`config.mk`:
```
export PLATFORM = sky130hd
export DESIGN_NAME = integer_to_base_digits_top
export DESIGN_NICKNAME = d
export VERILOG_FILES = /design/src/itd_pkg.sv /design/src/itd_datapath.sv /design/src/itd_controller.sv /design/src/integer_to_base_digits_top.sv
export SDC_FILE = /design/constraint.sdc
export NUM_CORES = 1
export LEC_CHECK = 0
export BUFFER_PORTS_ARGS = -buffer_cell sky130_fd_sc_hd__buf_2
export CAP_MARGIN = 10
export CORE_MARGIN = 5
export CORE_UTILIZATION = 30
export CTS_CLUSTER_SIZE = 16
export DETAILED_ROUTE_END_ITERATION = 6
export GPL_ROUTABILITY_DRIVEN = 1
export SLEW_MARGIN = 20
export SYNTH_ARGS = -nofsm -noshare
export SYNTH_HDL_FRONTEND = slang
export SYNTH_SLANG_ARGS = --single-unit
```
`constraint.sdc`:
```
create_clock -name clock -period 22.8 [get_ports clock]
set_input_delay 2.28 -clock clock [delete_from_list [all_inputs] [get_ports clock]]
set_output_delay 2.28 -clock clock [all_outputs]
set_load 0.01 [all_outputs]
```
`src/itd_pkg.sv`:
```
// Shared constants, types and the digit character map for integer_to_base_digits.
`timescale 1ns / 1ps
package itd_pkg;

   localparam int DEFAULT_VALUE_WIDTH = 64;
   localparam int VALUE_FIELD_WIDTH   = 64;
   localparam int RADIX_WIDTH         = 8;
   localparam int REQ_DATA_WIDTH      = VALUE_FIELD_WIDTH + RADIX_WIDTH;
   localparam int CHAR_WIDTH          = 7;
   localparam int RSP_DATA_WIDTH      = 8;
   localparam int DIGIT_WIDTH         = 4;
   localparam int BASE_WIDTH          = 5;
   // quotient bits retired per cycle by the divider
   localparam int DIV_STEP            = 8;

   localparam logic [BASE_WIDTH-1:0] RADIX_MIN = BASE_WIDTH'(2);
   localparam logic [BASE_WIDTH-1:0] RADIX_MAX = BASE_WIDTH'(16);

   localparam logic [CHAR_WIDTH-1:0] CHAR_ZERO   = 7'h30;
   localparam logic [CHAR_WIDTH-1:0] CHAR_LOWER  = 7'h57;

   typedef struct packed {
      logic load;
      logic div;
      logic push;
      logic rd;
      logic out_load;
      logic out_last;
   } itd_cmd_type;

   function automatic logic [CHAR_WIDTH-1:0] digit_ascii(logic [DIGIT_WIDTH-1:0] d);
      logic [CHAR_WIDTH-1:0] ext;
      ext = CHAR_WIDTH'(d);
      if (d < DIGIT_WIDTH'(10)) begin
         return CHAR_ZERO + ext;
      end else begin
         return CHAR_LOWER + ext;
      end
   endfunction

   function automatic logic [BASE_WIDTH-1:0] clamp_radix(logic [RADIX_WIDTH-1:0] r);
      if (r < RADIX_WIDTH'(RADIX_MIN)) begin
         return RADIX_MIN;
      end else if (r > RADIX_WIDTH'(RADIX_MAX)) begin
         return RADIX_MAX;
      end else begin
         return BASE_WIDTH'(r);
      end
   endfunction

endpackage

```
`src/itd_datapath.sv`:
```
// Datapath: radix divider, digit stack memory and result register.
`timescale 1ns / 1ps
module itd_datapath #(
   parameter int VALUE_WIDTH = itd_pkg::DEFAULT_VALUE_WIDTH,
   parameter int AW          = $clog2(VALUE_WIDTH)
) (
   input  logic                               clock,
   input  itd_pkg::itd_cmd_type               cmd,
   input  logic [AW-1:0]                      addr,
   input  logic [itd_pkg::REQ_DATA_WIDTH-1:0] req_tdata,
   output logic                               quot_zero,
   output logic [itd_pkg::RSP_DATA_WIDTH-1:0] rsp_tdata,
   output logic                               rsp_tlast
);
   import itd_pkg::*;

   localparam int QW = ((VALUE_WIDTH + DIV_STEP - 1) / DIV_STEP) * DIV_STEP;

   logic [QW-1:0]          quot_ff, quot_in;
   logic [DIGIT_WIDTH-1:0] rem_ff, rem_in;
   logic [BASE_WIDTH-1:0]  base_ff;
   logic [DIGIT_WIDTH-1:0] stack_mem [VALUE_WIDTH];
   logic [DIGIT_WIDTH-1:0] rd_data_ff;
   logic [CHAR_WIDTH-1:0]  char_ff;
   logic                   last_ff;

   always_comb begin
      logic [BASE_WIDTH-1:0] trial;
      quot_in = quot_ff;
      rem_in  = rem_ff;
      for (int i = 0; i < DIV_STEP; i++) begin
         trial   = {rem_in, quot_in[QW-1]};
         quot_in = {quot_in[QW-2:0], 1'b0};
         if (trial >= base_ff) begin
            trial      = trial - base_ff;
            quot_in[0] = 1'b1;
         end
         rem_in = trial[DIGIT_WIDTH-1:0];
      end
   end

   always_ff @(posedge clock) begin
      if (cmd.load) begin
         quot_ff <= QW'(req_tdata[VALUE_WIDTH-1:0]);
         base_ff <= clamp_radix(req_tdata[REQ_DATA_WIDTH-1 -: RADIX_WIDTH]);
         rem_ff  <= '0;
      end else if (cmd.div) begin
         quot_ff <= quot_in;
         rem_ff  <= rem_in;
      end else if (cmd.push) begin
         rem_ff  <= '0;
      end
      if (cmd.push) begin
         stack_mem[addr] <= rem_ff;
      end
      if (cmd.rd) begin
         rd_data_ff <= stack_mem[addr];
      end
      if (cmd.out_load) begin
         char_ff <= digit_ascii(rd_data_ff);
         last_ff <= cmd.out_last;
      end
   end

   assign quot_zero = (quot_ff == '0);
   assign rsp_tdata = {1'b0, char_ff};
   assign rsp_tlast = last_ff;

endmodule

```
`src/itd_controller.sv`:
```
// Controller: sequences division passes, digit pushes and digit delivery.
`timescale 1ns / 1ps
module itd_controller #(
   parameter int VALUE_WIDTH = itd_pkg::DEFAULT_VALUE_WIDTH,
   parameter int AW          = $clog2(VALUE_WIDTH)
) (
   input  logic                 clock,
   input  logic                 reset,
   input  logic                 req_tvalid,
   output logic                 req_tready,
   output logic                 rsp_tvalid,
   input  logic                 rsp_tready,
   input  logic                 quot_zero,
   output itd_pkg::itd_cmd_type cmd,
   output logic [AW-1:0]        addr
);
   import itd_pkg::*;

   localparam int NCHUNK = (VALUE_WIDTH + DIV_STEP - 1) / DIV_STEP;
   localparam int CW     = (NCHUNK > 1) ? $clog2(NCHUNK) : 1;

   typedef enum logic [2:0] {
      S_IDLE,
      S_DIV,
      S_PUSH,
      S_RD,
      S_LOAD,
      S_SEND
   } state_type;

   state_type     state_ff, state_in;
   logic [AW-1:0] cnt_ff, cnt_in;
   logic [CW-1:0] chunk_ff, chunk_in;

   always_comb begin
      state_in = state_ff;
      cnt_in   = cnt_ff;
      chunk_in = chunk_ff;
      cmd      = '0;
      unique case (state_ff)
         S_IDLE: begin
            if (req_tvalid) begin
               cmd.load = 1'b1;
               cnt_in   = '0;
               chunk_in = '0;
               state_in = S_DIV;
            end
         end
         S_DIV: begin
            cmd.div = 1'b1;
            if (chunk_ff == CW'(NCHUNK - 1)) begin
               chunk_in = '0;
               state_in = S_PUSH;
            end else begin
               chunk_in = chunk_ff + CW'(1);
            end
         end
         S_PUSH: begin
            cmd.push = 1'b1;
            if (quot_zero) begin
               state_in = S_RD;
            end else begin
               cnt_in   = cnt_ff + AW'(1);
               state_in = S_DIV;
            end
         end
         S_RD: begin
            cmd.rd   = 1'b1;
            state_in = S_LOAD;
         end
         S_LOAD: begin
            cmd.out_load = 1'b1;
            cmd.out_last = (cnt_ff == '0);
            state_in     = S_SEND;
         end
         S_SEND: begin
            if (rsp_tready) begin
               if (cnt_ff == '0) begin
                  state_in = S_IDLE;
               end else begin
                  cnt_in   = cnt_ff - AW'(1);
                  state_in = S_RD;
               end
            end
         end
         default: begin
            state_in = S_IDLE;
         end
      endcase
   end

   always_ff @(posedge clock) begin
      if (reset) begin
         state_ff <= S_IDLE;
         cnt_ff   <= '0;
         chunk_ff <= '0;
      end else begin
         state_ff <= state_in;
         cnt_ff   <= cnt_in;
         chunk_ff <= chunk_in;
      end
   end

   assign req_tready = (state_ff == S_IDLE);
   assign rsp_tvalid = (state_ff == S_SEND);
   assign addr       = cnt_ff;

endmodule

```
`src/integer_to_base_digits_top.sv`:
```
// Top level of integer_to_base_digits: unsigned value to ASCII digits in base 2..16.
//
//   channel  direction  payload (low bit first)
//   req      in         tdata: value[63:0], radix[71:64]
//   rsp      out        tdata: digit_char[6:0], zero[7]; tlast: last_digit
//
// One item at a time. Per digit the shared radix divider runs its division
// passes over the value and a push stores the remainder; each digit then leaves
// through the digit stack memory port and the result register, plus rsp stall time.
// Reset is synchronous and clears only the controller.
`timescale 1ns / 1ps
module integer_to_base_digits_top #(
   parameter int VALUE_WIDTH = itd_pkg::DEFAULT_VALUE_WIDTH
) (
   input  logic                               clock,
   input  logic                               reset,
   input  logic                               req_tvalid,
   output logic                               req_tready,
   input  logic [itd_pkg::REQ_DATA_WIDTH-1:0] req_tdata,  // value, radix
   output logic                               rsp_tvalid,
   input  logic                               rsp_tready,
   output logic [itd_pkg::RSP_DATA_WIDTH-1:0] rsp_tdata,  // digit_char, zero pad
   output logic                               rsp_tlast
);
   import itd_pkg::*;

   localparam int AW = $clog2(VALUE_WIDTH);

   itd_cmd_type   cmd;
   logic [AW-1:0] addr;
   logic          quot_zero;

   itd_controller #(
      .VALUE_WIDTH (VALUE_WIDTH),
      .AW          (AW)
   ) u_ctrl (
      .clock      (clock),
      .reset      (reset),
      .req_tvalid (req_tvalid),
      .req_tready (req_tready),
      .rsp_tvalid (rsp_tvalid),
      .rsp_tready (rsp_tready),
      .quot_zero  (quot_zero),
      .cmd        (cmd),
      .addr       (addr)
   );

   itd_datapath #(
      .VALUE_WIDTH (VALUE_WIDTH),
      .AW          (AW)
   ) u_dp (
      .clock     (clock),
      .cmd       (cmd),
      .addr      (addr),
      .req_tdata (req_tdata),
      .quot_zero (quot_zero),
      .rsp_tdata (rsp_tdata),
      .rsp_tlast (rsp_tlast)
   );

endmodule

```
== Yosys cells after proc, flatten, opt, wreduce, memory -nomap -nowiden ==
Memory sizes are Yosys's and may differ from the RTL's. A register that Yosys moved wholly into a read port is not among the register bits.
Cells that the tools add are included.
Word-level totals
  RAM bits: 256
  output and inout bits: 11
  logic and storage cells: 100
  memories kept: 1
  register bits: 93
  bits in read-only memories: 0
  latch bits: 0
Memories
  u_dp.stack_mem: words 64, width 4, read ports 1, clocked after memory_dff 1, write ports 1, RTL line itd_datapath.sv:22  | logic [DIGIT_WIDTH-1:0] stack_mem [VALUE_WIDTH];
Cells by class
  bitwise logic cells: 0
  multiply operators: 0
  shifts and indexed selects: 0
  equality and inequality tests: 11
  div/mod/pow operators: 0
  multiplexer cells: 44
  reduce and logical (&&, ||, !) cells: 11
  order comparisons: 11
  add/subtract/negate cells: 13
Operator list (number)
  $mux 64: 2
  $logic_not 64->1: 1
  $ge 5x5->1: 8
  $mux 4: 10
  $sub 4x4->4: 8
  $mux 6: 4
  $pmux 3 s6: 1
  $pmux 6 s3: 1
  $mux 1: 15
  $mux 3: 5
  $eq 3x3->1 const B: 3
  $gt 8x5->1 const B: 1
  $lt 8x2->1 const B: 1
  $add 6x4->7 const A: 1
  $add 7x4->7 const A: 1
  $mux 7: 1
  $add 6x1->6 const B: 1
  $eq 3x2->1 const B: 2
  $logic_not 6->1: 1
  $mux 2: 3
  $ne 2x2->1 const B: 3
  $pmux 3 s2: 1
  $reduce_bool 2->1: 3
  $sub 6x1->6 const B: 1
  other kinds (11): 12

== Logic depth before layout (Yosys ltp) ==
  depth after elaboration: 18
  gate-level depth with buffers: 53

== Hierarchy ==
A second synthesis with hierarchy kept.
Second synthesis, totals
  cells, all modules: 1148
  area total of the unflattened synthesis: 16473.3 µm²
Modules (own cells, without submodules)
  itd_datapath: area an instance 15618.7 µm², cells an instance 1039, times used 1
  itd_controller: area an instance 854.6 µm², cells an instance 109, times used 1

== Worst setup path after synthesis ==
No wires, ideal clock.
  path type: register -> register
  from: register u_dp.rem_ff[0]
  to: register u_dp.rem_ff[3]
  clock period less this slack: 10.520 ns
  cell stages (with the launch flop): 52
  arrival time: 10.404 ns
  path buffers: 2
  slack: 12.280 ns
  data required time: 22.684 ns
  cells stage by stage: dfxtp_1 -> ha_1 -> a21o_1 -> a31oi_1 -> o21ai_1 -> mux2_2 -> ha_1 -> a21o_1 -> a31oi_1 -> o21ai_1 -> nand2_1 -> o21ai_0 -> inv_1 -> ha_1 -> a21o_1 -> a31oi_1 -> o21ai_2 -> o21ai_0 -> (+16 left out) -> ha_1 -> a21o_1 -> a31oi_1 -> o21ai_0 -> nor2_1 -> a21oi_1 -> ha_1 -> a21o_1 -> a31oi_1 -> o21ai_2 -> mux2_2 -> inv_1 -> ha_1 -> a21o_1 -> a21oi_1 -> o21ai_0 -> a32o_1 -> a31o_2
On the way
  longest elaborated chain between the ends: 17
  elaborated cells on any way between the ends: 25
RTL lines
  from (decl): RTL line itd_datapath.sv:20  | logic [DIGIT_WIDTH-1:0] rem_ff, rem_in;
  from (signal assigned): RTL line itd_datapath.sv:49  | rem_ff <= rem_in;
  $sub 4x4->4 / $ge 5x5->1 (equally long branches): RTL line itd_datapath.sv:35, itd_datapath.sv:34
  $mux 4 (*): RTL line itd_datapath.sv:34  | if (trial >= base_ff) begin
  $sub 4x4->4 / $ge 5x5->1 (equally long branches): RTL line itd_datapath.sv:35, itd_datapath.sv:34
  $mux 4 (*): RTL line itd_datapath.sv:34
  $sub 4x4->4 / $ge 5x5->1 (equally long branches): RTL line itd_datapath.sv:35, itd_datapath.sv:34
  $mux 4 (*): RTL line itd_datapath.sv:34
  $ge 5x5->1 / $sub 4x4->4 (equally long branches): RTL line itd_datapath.sv:34, itd_datapath.sv:35
  $mux 4 (*): RTL line itd_datapath.sv:34
  $sub 4x4->4 / $ge 5x5->1 (equally long branches): RTL line itd_datapath.sv:35, itd_datapath.sv:34
  $mux 4 (*): RTL line itd_datapath.sv:34
  $sub 4x4->4 / $ge 5x5->1 (equally long branches): RTL line itd_datapath.sv:35, itd_datapath.sv:34
  $mux 4 (*): RTL line itd_datapath.sv:34
  $ge 5x5->1 / $sub 4x4->4 (equally long branches): RTL line itd_datapath.sv:34, itd_datapath.sv:35
  $mux 4 (*): RTL line itd_datapath.sv:34
  $sub 4x4->4 / $ge 5x5->1 (equally long branches): RTL line itd_datapath.sv:35, itd_datapath.sv:34
  $mux 4 (*): RTL line itd_datapath.sv:34
  $mux 4 (*): RTL line itd_datapath.sv:47  | end else if (cmd.div) begin
Every way passes the cells marked *; elsewhere a longest branch is shown, timed or not.
A chain may end at the register's enable or synchronous reset.

== Worst setup path after layout ==
  from: register u_dp.base_ff[1]
  to: register u_dp.rem_ff[3]
On the way
  longest elaborated chain between the ends: 17
  elaborated cells on any way between the ends: 25
RTL lines
  from (decl): RTL line itd_datapath.sv:21  | logic [BASE_WIDTH-1:0] base_ff;
  from (signal assigned): RTL line itd_datapath.sv:45  | base_ff <= clamp_radix(req_tdata[REQ_DATA_WIDTH-1 -: RADIX_WIDTH]);
  $sub 4x4->4 / $ge 5x5->1 (equally long branches): RTL line itd_datapath.sv:35, itd_datapath.sv:34
  $mux 4: RTL line itd_datapath.sv:34
  $sub 4x4->4 / $ge 5x5->1 (equally long branches): RTL line itd_datapath.sv:35, itd_datapath.sv:34
  $mux 4: RTL line itd_datapath.sv:34
  $sub 4x4->4 / $ge 5x5->1 (equally long branches): RTL line itd_datapath.sv:35, itd_datapath.sv:34
  $mux 4: RTL line itd_datapath.sv:34
  $ge 5x5->1 / $sub 4x4->4 (equally long branches): RTL line itd_datapath.sv:34, itd_datapath.sv:35
  $mux 4: RTL line itd_datapath.sv:34
  $sub 4x4->4 / $ge 5x5->1 (equally long branches): RTL line itd_datapath.sv:35, itd_datapath.sv:34
  $mux 4: RTL line itd_datapath.sv:34
  $sub 4x4->4 / $ge 5x5->1 (equally long branches): RTL line itd_datapath.sv:35, itd_datapath.sv:34
  $mux 4: RTL line itd_datapath.sv:34
  $ge 5x5->1 / $sub 4x4->4 (equally long branches): RTL line itd_datapath.sv:34, itd_datapath.sv:35
  $mux 4: RTL line itd_datapath.sv:34
  $sub 4x4->4 / $ge 5x5->1 (equally long branches): RTL line itd_datapath.sv:35, itd_datapath.sv:34
  $mux 4 (*): RTL line itd_datapath.sv:34
  $mux 4 (*): RTL line itd_datapath.sv:47
Marks and branches as above.

==> qor.txt <==
critical path's slowest cell: edfxtp_1
share of layout cells above drive strength 1: 0.1618
Yosys reg bits: 353
asr flop ratio synth: 0
main combinational cell family by area after synthesis: simple AND/OR/NAND/NOR gates
Final Skew: 19.14 ps
Root Driver: clkbuf_16
Via-to-Cell Ratio: 5.149
Slew HR: 0.3464
Setup crit start: u_dp.base_ff[1]$_SDFFCE_PN1P_
Critical Path RT: 23,210 ps
post-route clock period utilization: 0.5239
die footprint: 0.05961 mm²
first-pass GRT wire length: 62.50 mm
MaxCap Viol Count: 0
max-slew violations: 0
min Tclk post-route: 11,940 ps
Critical Path End Type: flip-flop
Post-Synthesis Cells: 1,274
post-synth top area share: 0.6152
RSZ-0062 raised after global routing: no
Simple-Gate Fraction of Synth Area: 0.1143
worst slew pin tran: 976.8 ps
Hold Vio Cnt, Final: 0
port bufs: 85
total global routing overflow: 0
DR WL/cell: 19.55 µm
Final Cell Area: 0.01858 mm²
worst r2r src: u_dp.base_ff[1]$_SDFFCE_PN1P_
clk_lat worst skew: 540 ps
Post-synth EDFFs: 337
Starting Density: 0.3044
Starting DRT DRC Count: 999
# nets final: 1,478
Cell Area, Placed: 0.01753 mm²
wirelength, routed: 40.43 mm
xor-xnor portion of the synthesized cell area: 0.01065
CTS tree: yes
CTS H-Tree Depth: 2
Synth Flop Type: edfxtp_1
aggregate global-route resource usage: 0.1321
mux share of post-synthesis cell area: 0.07310
setup TNS after final layout: 0 ps
Distinct cells, synth: 64
Mean Syn Cell Area: 12.91 µm²
setup bufs post-CTS: 0
Worst-path clk slew: 60 ps
CTS Buf Count: 35
antenna violations before repair: 0
drt first pass iters: 7
cts repair resizes: 0
routability congestion estimate: 0.8338
Clock Sinks: 353
total core area: 0.05403 mm²
Antenna Cells: 0
drc violations: 0
row cnt: 85
Synth Cell Area: 0.01645 mm²
Compound-Gate Fraction of Synth Area: 0.09090
Critical Path Source Type: flip-flop
endpoints failing setup: 0
largest net degree at the start of global routing: 72
Worst path top cell family by delay: compound AO/OA/AOI/OAI gates
largest cells by area after synthesis: edfxtp_1 62%, nand2_1 4.7%, ha_1 3.6%
CP max stage delay: 740 ps
Post-Synth Adder-Cell Area: 0.04671
crit path max fanout: 12
Synth area leader: edfxtp_1
Die Y: 244.2 µm
vias in the first global route: 10,870
Hold Path Class: reg -> reg
fill count: 5,320
cts hold-fix bufs: 0
via count: 10,650
Post-DP HPWL: 26.38 mm
maximum clock frequency: 83.72 MHz
Buf/Inv on CP: 6
Die Wd: 244.2 µm
post-route ant nets: 0
Worst EP arrival: 12,360 ps
crit-path most repeated cell: ha_1
I/O pin cnt: 87
CTS Buffer Depth: 3
Syn Nets: 1,406
share of the yosys chip area belonging to registers: 0.6347
Area Growth Syn to Fin: 12.97%
critical path class: reg -> reg
status: finished, final reports clean
hold_sp: u_ctrl.chunk_ff[1]$_SDFFE_PP0P_
synth warn: 0
[worst min-delay path, stage by stage (launching register included)]
cell	delay [ps]
dfxtp_1	310
nand3_1	60
a21oi_1	60
[routing by layer]
layer	vias to the layer above	global-route usage	share of wire
met5	-	0	0
met4	0	0.03269	0.019
met3	59	0.02490	0.067
met2	353	0.2247	0.48
met1	5323	0.1753	0.43
li1	4913	-	-
[flip-flops by register name, summed over array words and instances (netlist names)]
signal           count
u_dp.stack_mem     256
u_dp.quot_ff        64
u_dp.char_ff         7
u_ctrl.addr          6
u_dp.base_ff         5
u_dp.rd_data_ff      4
u_dp.rem_ff          4
u_ctrl.chunk_ff      3
u_ctrl.state_ff      3
u_dp.rsp_tlast       1
[final timing paths]
| path | cells after the start | slack [ps] | to |
|---|---|---|---|
| worst max-delay path | 50 | 10860 | u_dp.rem_ff[3]$_SDFFE_PP0P_ |
| worst min-delay path | 2 | 480 | u_ctrl.chunk_ff[1]$_SDFFE_PP0P_ |
| worst max register to register | 50 | 10860 | u_dp.rem_ff[3]$_SDFFE_PP0P_ |
| worst min register to register | 2 | 480 | u_ctrl.chunk_ff[1]$_SDFFE_PP0P_ |
[cell usage in the layout (no fill, tap or decap), types with 25 or more instances in the layout]
cell type,count
mux2i_1,29
buf_2,85
mux4_2,25
clkbuf_16,35
o21ai_0,26
a21oi_1,61
nand2_1,205
ha_1,47
nor2_1,125
edfxtp_1,337
inv_1,37
mux2_2,30
[cells by family after synthesis]
group,count (synthesis)
AO/OA/AOI/OAI,221
XOR/XNOR,20
adder cells (fa/ha/maj),56
buffers and inverters,103
flip-flops,353
multiplexers,85
other,2
AND/OR/NAND/NOR,434
[final cells by class]
type                    instances  area (µm²)  area share
inverters                      39       147.6    0.007946
flip-flops and latches        353       10450      0.5623
clock buffers                  47       930.9     0.05010
clock inverters                16       115.1    0.006195
repair buffers                 99       530.5     0.02855
multi-input cells             818        5538      0.2980
well taps                     696       870.8     0.04687
[per-stage QoR]
step	utilization	cells	setup WS [ps]	hold WS (ps)
detailed placement	0.3245	2005	10990	473.9
floorplan	-	1274	12280	451.6
global placement	0.3245	2005	11570	461.7
finish	0.3439	2068	10860	478.5
CTS	0.3439	2068	10920	482.2
global route	0.3439	2068	9836	510.1
[cells in the mapped netlist, types with 24 or more instances]
cell,instances
o21ai_0,26
nand2_1,207
nor2_1,126
a22oi_1,24
edfxtp_1,337
mux2i_1,29
a21oi_1,61
ha_1,47
clkbuf_1,24
a221oi_1,24
mux2_2,30
inv_1,37
mux4_2,25
Power is left out: the tool's default activity adds up to more than one toggle a clock period on the data nets, which glitch-free logic cannot reach.
